`config.mk`:
```
export PLATFORM = sky130hd
export DESIGN_NAME = serial_frame_receiver_value_decoder
export DESIGN_NICKNAME = d
export VERILOG_FILES = /design/src/hw/rtl/sfrvd_pkg.sv /design/src/hw/rtl/sfrvd_parser.sv /design/src/hw/rtl/sfrvd_decoder.sv /design/src/hw/rtl/serial_frame_receiver_value_decoder.sv
export VERILOG_INCLUDE_DIRS = /design/src /design/src/hw/rtl
export SDC_FILE = /design/constraint.sdc
export NUM_CORES = 1
export LEC_CHECK = 0
export BUFFER_PORTS_ARGS = -buffer_cell sky130_fd_sc_hd__buf_2
export CORE_MARGIN = 2
export CORE_UTILIZATION = 55
export DETAILED_ROUTE_END_ITERATION = 8
export MAX_ROUTING_LAYER = met4
export PLACE_DENSITY = 0.77
export SYNTH_ARGS = -nofsm -noshare
export SYNTH_HDL_FRONTEND = slang
export SYNTH_SLANG_ARGS = --single-unit
```
`constraint.sdc`:
```
create_clock -name clk -period 7.63 [get_ports clk]
set_clock_uncertainty 0.05 [all_clocks]
set_input_delay 2.289 -clock clk [delete_from_list [all_inputs] [get_ports clk]]
set_output_delay 2.289 -clock clk [all_outputs]
set_load 0.01 [all_outputs]
```
`src/hw/rtl/serial_frame_receiver_value_decoder_macros.svh`:
```
// Assertion macros shared by the frame receiver RTL.
// Uses the module's clk and rst; expands to nothing under SYNTHESIS.
`ifndef SERIAL_FRAME_RECEIVER_VALUE_DECODER_MACROS_SVH
`define SERIAL_FRAME_RECEIVER_VALUE_DECODER_MACROS_SVH
`ifndef SYNTHESIS
`define SFRVD_ASSERT(name, prop) \
  name: assert property (@(posedge clk) disable iff (rst) prop) \
    else $error("sfrvd assertion failed");
`define SFRVD_ASSERT_ALWAYS(name, prop) \
  name: assert property (@(posedge clk) prop) \
    else $error("sfrvd assertion failed");
`else
`define SFRVD_ASSERT(name, prop)
`define SFRVD_ASSERT_ALWAYS(name, prop)
`endif
`endif

```
`src/hw/rtl/sfrvd_pkg.sv`:
```
// Types and constants for the serial frame receiver and value decoder.
// No dependencies.
`default_nettype none
package sfrvd_pkg;

  localparam logic [7:0] HEADER_BYTE = 8'hFE;
  localparam logic [7:0] KIND_RAW    = 8'h80;
  localparam logic [7:0] KIND_WORD   = 8'h81;
  localparam logic [7:0] KIND_SIGNED = 8'h82;
  localparam logic [7:0] MAG_MASK    = 8'h7F;

  // x / 100 == (x * 83887) >> 23 for every x below 2**16
  localparam logic [16:0] RECIP_100   = 17'd83887;
  localparam int          RECIP_SHIFT = 23;

  localparam logic REG_DEVICE_ID = 1'b0;

  typedef enum logic [1:0] {
    ST_DECODED     = 2'd0,
    ST_BAD_SUM     = 2'd1,
    ST_OTHER_ADDR  = 2'd2,
    ST_UNDECODABLE = 2'd3
  } status_t;

  typedef struct packed {
    logic            done;
    logic            sum_ok;
    logic [7:0]      kind;
    logic [7:0]      address;
    logic [7:0]      length;
    logic [3:0][7:0] payload;
  } frame_t;

endpackage
`default_nettype wire

```
`src/hw/rtl/sfrvd_parser.sv`:
```
// Frame parser: header hunt, field capture, running checksum.
// Depends on sfrvd_pkg.
`default_nettype none
module sfrvd_parser (
  input  logic              clk,
  input  logic              rst,
  input  logic              step,
  input  logic [7:0]        byte_in,
  output sfrvd_pkg::frame_t frame
);
  import sfrvd_pkg::*;

  logic [8:0]      byte_index;
  logic [7:0]      kind;
  logic [7:0]      address;
  logic [7:0]      length;
  logic [7:0]      running_sum;
  logic [3:0][7:0] payload;
  logic            at_end;

  assign at_end = (byte_index >= 9'd4) && (byte_index == ({1'b0, length} + 9'd4));

  always_comb begin
    frame.done    = step && at_end;
    frame.sum_ok  = (byte_in == running_sum);
    frame.kind    = kind;
    frame.address = address;
    frame.length  = length;
    frame.payload = payload;
  end

  always_ff @(posedge clk) begin
    if (rst) begin
      byte_index  <= '0;
      kind        <= '0;
      address     <= '0;
      length      <= '0;
      running_sum <= '0;
    end else if (step) begin
      priority if (byte_index == 9'd0) begin
        if (byte_in == HEADER_BYTE) begin
          running_sum <= byte_in;
          byte_index  <= 9'd1;
        end
      end else if (at_end) begin
        byte_index <= '0;
      end else begin
        if (byte_index == 9'd1) kind    <= byte_in;
        if (byte_index == 9'd2) address <= byte_in;
        if (byte_index == 9'd3) length  <= byte_in;
        running_sum <= running_sum + byte_in;
        byte_index  <= byte_index + 9'd1;
      end
    end
  end

  // first four payload bytes only
  always_ff @(posedge clk) begin
    if (step && !at_end && byte_index >= 9'd4 && byte_index <= 9'd7) begin
      payload[byte_index[1:0]] <= byte_in;
    end
  end

endmodule
`default_nettype wire

```
`src/hw/rtl/sfrvd_decoder.sv`:
```
// Value decoder: status selection and scaled value decode of a finished frame.
// Depends on sfrvd_pkg.
`default_nettype none
module sfrvd_decoder (
  input  logic                     [7:0] device_id,
  input  sfrvd_pkg::frame_t              frame,
  input  logic signed             [10:0] held_first,
  input  logic signed              [9:0] held_second,
  output sfrvd_pkg::status_t             status,
  output logic signed             [10:0] first_next,
  output logic signed              [9:0] second_next
);
  import sfrvd_pkg::*;

  logic [15:0]        mag0;
  logic [15:0]        mag1;
  logic [32:0]        prod0;
  logic [32:0]        prod1;
  logic [9:0]         quot0;
  logic [9:0]         quot1;
  logic signed [10:0] q0s;
  logic signed [10:0] q1s;
  logic signed [10:0] sm0;
  logic signed [10:0] sm1;

  always_comb begin
    if (frame.kind == KIND_WORD) begin
      mag0 = {frame.payload[0], frame.payload[1]};
    end else begin
      mag0 = {frame.payload[0] & MAG_MASK, frame.payload[1]};
    end
    mag1  = {frame.payload[2] & MAG_MASK, frame.payload[3]};
    prod0 = {17'd0, mag0} * {16'd0, RECIP_100};
    prod1 = {17'd0, mag1} * {16'd0, RECIP_100};
    quot0 = prod0[RECIP_SHIFT +: 10];
    quot1 = prod1[RECIP_SHIFT +: 10];
    q0s   = signed'({1'b0, quot0});
    q1s   = signed'({1'b0, quot1});
    sm0   = frame.payload[0][7] ? -q0s : q0s;
    sm1   = frame.payload[2][7] ? -q1s : q1s;
  end

  always_comb begin
    status      = ST_UNDECODABLE;
    first_next  = held_first;
    second_next = held_second;
    priority if (!frame.sum_ok) begin
      status = ST_BAD_SUM;
    end else if (frame.address != device_id) begin
      status = ST_OTHER_ADDR;
    end else if (frame.kind == KIND_RAW && frame.length >= 8'd1) begin
      status     = ST_DECODED;
      first_next = signed'({3'd0, frame.payload[0]});
    end else if (frame.kind == KIND_WORD && frame.length >= 8'd2) begin
      status     = ST_DECODED;
      first_next = q0s;
    end else if (frame.kind == KIND_SIGNED &&
                 (frame.length == 8'd2 || frame.length == 8'd4)) begin
      status     = ST_DECODED;
      first_next = sm0;
      if (frame.length == 8'd4) second_next = sm1[9:0];
    end else begin
      status = ST_UNDECODABLE;
    end
  end

endmodule
`default_nettype wire

```
`src/hw/rtl/serial_frame_receiver_value_decoder.sv`:
```
// Top level: serial frame receiver and value decoder with APB config port.
// Depends on sfrvd_pkg, sfrvd_parser, sfrvd_decoder and the macros header.
//
//   channel  signals                                         word
//   rx       rx_valid / rx_stall                             rx_byte
//   res      res_valid / res_stall                           status, frame_type,
//                                                            first_value, second_value
//   cfg      psel penable pwrite paddr pwdata prdata pready  device_id at 0x0
//
// One byte per cycle while rx_stall is low: input register, then parse and decode into the result register.
// The result word is registered once its checksum byte has passed the input register and been parsed.
// rst is synchronous; clears control state, held values and device_id.
// rx_stall rises only while a byte is waiting and the result register is stalled.
`default_nettype none
`include "serial_frame_receiver_value_decoder_macros.svh"
module serial_frame_receiver_value_decoder (
  input  logic                       clk,
  input  logic                       rst,
  input  logic                       rx_valid,
  output logic                       rx_stall,
  input  logic                 [7:0] rx_byte,
  output logic                       res_valid,
  input  logic                       res_stall,
  output sfrvd_pkg::status_t         status,
  output logic                 [7:0] frame_type,
  output logic signed         [10:0] first_value,
  output logic signed          [9:0] second_value,
  input  logic                       psel,
  input  logic                       penable,
  input  logic                       pwrite,
  input  logic                 [2:0] paddr,
  input  logic                [31:0] pwdata,
  output logic                [31:0] prdata,
  output logic                       pready
);
  import sfrvd_pkg::*;

  logic               s1_valid;
  logic [7:0]         byte_q;
  logic               out_free;
  logic               proc;
  logic [7:0]         device_id;
  logic signed [10:0] held_first;
  logic signed [9:0]  held_second;
  logic signed [10:0] first_next;
  logic signed [9:0]  second_next;
  frame_t             frame;
  status_t            status_next;

  assign pready   = 1'b1;
  assign prdata   = (paddr[2] == REG_DEVICE_ID) ? {24'd0, device_id} : 32'd0;
  assign out_free = !res_valid || !res_stall;
  assign proc     = s1_valid && out_free;
  assign rx_stall = s1_valid && !out_free;

  always_ff @(posedge clk) begin
    if (rst) begin
      device_id <= '0;
    end else if (psel && penable && pwrite && pready && paddr[2] == REG_DEVICE_ID) begin
      device_id <= pwdata[7:0];
    end
  end

  always_ff @(posedge clk) begin
    if (rst) begin
      s1_valid <= 1'b0;
    end else if (!rx_stall) begin
      s1_valid <= rx_valid;
    end
  end

  always_ff @(posedge clk) begin
    if (!rx_stall) byte_q <= rx_byte;
  end

  sfrvd_parser u_parser (
    .clk     (clk),
    .rst     (rst),
    .step    (proc),
    .byte_in (byte_q),
    .frame   (frame)
  );

  sfrvd_decoder u_decoder (
    .device_id   (device_id),
    .frame       (frame),
    .held_first  (held_first),
    .held_second (held_second),
    .status      (status_next),
    .first_next  (first_next),
    .second_next (second_next)
  );

  always_ff @(posedge clk) begin
    if (rst) begin
      held_first  <= '0;
      held_second <= '0;
      res_valid   <= 1'b0;
    end else if (frame.done) begin
      held_first  <= first_next;
      held_second <= second_next;
      res_valid   <= 1'b1;
    end else if (!res_stall) begin
      res_valid <= 1'b0;
    end
  end

  always_ff @(posedge clk) begin
    if (frame.done) begin
      status       <= status_next;
      frame_type   <= frame.kind;
      first_value  <= first_next;
      second_value <= second_next;
    end
  end

  `SFRVD_ASSERT(a_stall_needs_word, rx_stall |-> s1_valid && res_valid)
  `SFRVD_ASSERT(a_done_gives_result, frame.done |=> res_valid)
  `SFRVD_ASSERT(a_held_only_on_decode,
    !(frame.done && status_next == ST_DECODED) |=>
      $stable(held_first) && $stable(held_second))
  `SFRVD_ASSERT_ALWAYS(a_ready_high, pready)

endmodule
`default_nettype wire

```
==> results <==
- The nature of the critical path startpoint is a flip-flop.
- The area growth from synthesis to layout is 9.16%.
- The category of the critical setup timing path is reg -> reg.
- Sequential cells were found to cover 21.4% of the synthesized design area.
- The number of DRC markers in iteration 0 is 962.
- Before antenna repair, the detailed router went through 6 iterations.
- After detailed routing, the average wire length per cell comes to 17.6 um.
- The area occupied by registers is 3570 um2.
- The final number of max-transition violations came to 0.
- The async set-or-reset flop fraction in the synthesized netlist is 0%.
- The number of failing setup endpoints in the final timing report is 0.
- In this run the worst path has a maximum fanout of 5.
- The number of clock sinks is 143.
- The final design utilization is 61.1%.
- The worst slew margin relative to its limit is between 30% and 40%.
- The flow ran to the end, and the final reports show no timing, DRC or antenna violations.
- The average instance in the mapped netlist occupies 9.75 um2.
- Static timing analysis puts the maximum clock frequency at 134 MHz.
- The maximum ir drop on the vdd rail is 0.000196 V.
- The die outline width is 178 um.
- The number of global-route vias before repair is 12800.
- Entering global routing, the biggest net connects 59 pins.
- In this design, the critical path's most frequently occurring cell is fa_1.
- The number of enable flip-flop cells after synthesis is 71.
- The slowest stage cell on the critical path is fa_2.
- The number of top-level pins is 116.
- The count of antenna diodes in the layout is 0.
- After global routing the overflow that remains totals 0.
- Dividing total power by cell area gives a power density of between 90 and 100 nW/um2.
- The share of the synthesized area in the top cell type is 22.3%.
- The overall routing resource usage is 26.0%.
- The static leakage power is 0.00861 uW.
- The number of synthesized register bits is 143.
- The count of mapped cells out of synthesis is 1712.
- The source-to-sink clock delay at the later pin of the worst-skew pair is ~420 ps.
- Summing all multi-input logic gate instances after layout gives roughly 12000 um2.
- The netlist uses 82 different library cells.
- The routed design has 38700 um of wire.
- The layout net count is 2304.
- Traced cell by cell, the critical path runs through nor2_2 -> nand3_2 -> nor2_2 -> and3_1 -> inv_1 -> fa_2 -> fa_1 -> fa_1 -> fa_1 -> inv_1 -> fa_1 -> inv_1 -> fa_1 -> inv_1 -> ha_2 -> nand3_1 -> or4_4 -> nor4bb_1 -> or4_4 -> o41ai_2 -> xnor2_1 -> a21oi_1 -> o31ai_1.
- The initial antenna violation count is 0.
- Counting I/O delays and the setup requirement, the final critical path takes 7460 ps.
- The clock transition at the registers of the reported paths is 60 ps.
- The hold buffer count at CTS is 0.
- The clock buffer count from CTS is 17.
- The clock tree buffer depth is 2.
- fa_1 takes more of the synthesized area than any other cell.
- The number of endpoints with negative hold slack in the final report is 0.
- The die outline area is 31700 um2.
- The sum of net half-perimeters after detailed placement is 30700 um.
- The floorplan step defined a core boundary enclosing 29800 um2.
- The filler cell count in the final layout is 2452.
- In the routed design, unresolved DRC markers number 0.
- Data arrives at the worst endpoint at 7630 ps.
- The final antenna-violating net count is 0.
- The number of input and output port buffers inserted is 64.
- By area the synthesized netlist is led by fa_1 22%, ha_1 20%, edfxtp_1 13%, dfxtp_1 8.6%, inv_1 7.0%.
- The number of H-tree levels is 4.
- The effective utilization at floorplan is 56.0%.
- The measured slew at the worst slew-check pin is between 800 and 900 ps.
- The detailed-route via count is 12700.
- The global-route wire length before repair is 63200 um.
- The share of cells above drive strength 1 is 9.68%.
- The max-cap violation count is 0.
- Clock tree synthesis selected as its root buffer the cell clkbuf_16.
- The predominant post-synthesis flop cell is dfxtp_1.
- Adding up every negative setup slack in the final design gives 0 ps.
- Together, buffers and inverters on the worst path number 4.
- The data required time of the worst path is 7800 ps.
- In this design, the stage delay of the slowest critical-path cell is 600 ps.
- The critical path capture point type is a flip-flop.
- The period utilization is 97.8%.
- For this run, the number of Yosys warnings is 0.
- The final weighted congestion in routability-driven placement is 0.945.
- The cell family with the largest share of critical-path delay is adder cells.
- The summed instance area of the synthesized netlist is 16700 um2.
- The vias per cell is 5.76.
- The row count is 63.
- In this run the worst hold path is classified as reg -> reg.
- From bottom edge to top edge, the die measures 178 um.
- The TritonCTS clock tree is built.
==> flip-flops by register name (all words and copies together) (netlist names), 9 cells and up <==
register / flops
held_first: 11
held_second: 10
second_value: 10
u_parser.byte_index: 9
first_value: 11
u_parser.frame: 32
==> routing by layer <==
layer / part of all wire (%) / routed length, um / GRT usage (%) / up-vias
li1: - / - / - / 5936
met2: 49 / 18800 / 42.7 / 467
met1: 43 / 16700 / 34.1 / 6192
met5: 0 / 0 / - / -
met4: 1.8 / 682 / 6.61 / 0
met3: 6.2 / 2400 / 3.50 / 59
==> path summary, 6_finish.rpt <==
path,startpoint,end,slack [ps],depth (start not counted)
setup / recovery,u_parser.kind[4]$_SDFFE_PP0P_,first_value[5]$_DFFE_PP_,170,23
hold / removal,u_parser.kind[7]$_SDFFE_PP0P_,frame_type[7]$_DFFE_PP_,410,0
setup reg to reg,u_parser.kind[4]$_SDFFE_PP0P_,first_value[5]$_DFFE_PP_,170,23
hold reg to reg,u_parser.kind[7]$_SDFFE_PP0P_,frame_type[7]$_DFFE_PP_,410,0
==> Yosys cell counts, drive strengths merged, types with 26 or more instances <==
library cell	count
inv	311
ha	273
fa	186
nand2	118
a21oi	105
nor2	76
dfxtp	72
edfxtp	71
o21ai	52
nand3	51
xnor2	40
buf	30
clkbuf	26
==> where the power goes <==
part           switching, uW  internal, uW  total [uW]
clock                    332           570         902
combinational           23.9          11.0        35.0
sequential              10.8           806         817
total                    367          1390        1750
==> stage by stage <==
| stage | hold slack, ps | cells | cell area [um2] | total power [uW] | worst slack (ps) |
|---|---|---|---|---|---|
| 5_1_grt | 414 | 2198 | 18200 | 1790 | -67.3 |
| 2_1_floorplan | 372 | 1735 | 16800 | 859 | 475 |
| 4_1_cts | 410 | 2196 | 18100 | 1760 | 13.9 |
| 3_3_place_gp | 389 | 2164 | 17500 | 866 | 168 |
| 6_report | 411 | 2198 | 18200 | 1750 | 170 |
| 3_5_place_dp | 397 | 2164 | 17500 | 867 | 51.2 |
==> cell families (layout without fill, tap and decap cells) <==
family,count (synthesis),in the layout,share of synthesized area [%]
adders and majority gates,459,459,42.8
buffers and inverters,367,440,9.13
and+or+nand+nor,365,365,10.8
AOI/OAI and AO/OA,304,304,11.8
DFF,143,143,21.4
xor gates and xnor gates,56,56,2.98
muxes,16,16,0.997
other,2,25,0.0450
==> cells in the final DEF (no fill, tap or decap), types with 50 or more instances in the layout <==
master and count:
fa_1 185, nor2_1 73, ha_1 271, nand3_1 50
a21oi_1 102, edfxtp_1 71, dfxtp_1 71, buf_2 64
nand2_1 118, o21ai_0 50, inv_1 310
==> final cells by class <==
class | count | share of cell area (%)
Tap cell | 390 | 2.68
Sequential cell | 143 | 19.6
Multi-Input combinational cell | 1225 | 64.7
Inverter | 311 | 6.41
Clock inverter | 8 | 0.687
Timing Repair Buffer | 97 | 3.12
Clock buffer | 24 | 2.82
==> timing repair <==
item | 4_1_cts | 5_1_grt
gates resized for setup | 0 | 24
setup buffers | 0 | 2
endpoints found under the setup margin | 0 | 20
Power figures use the tool's default switching activity.
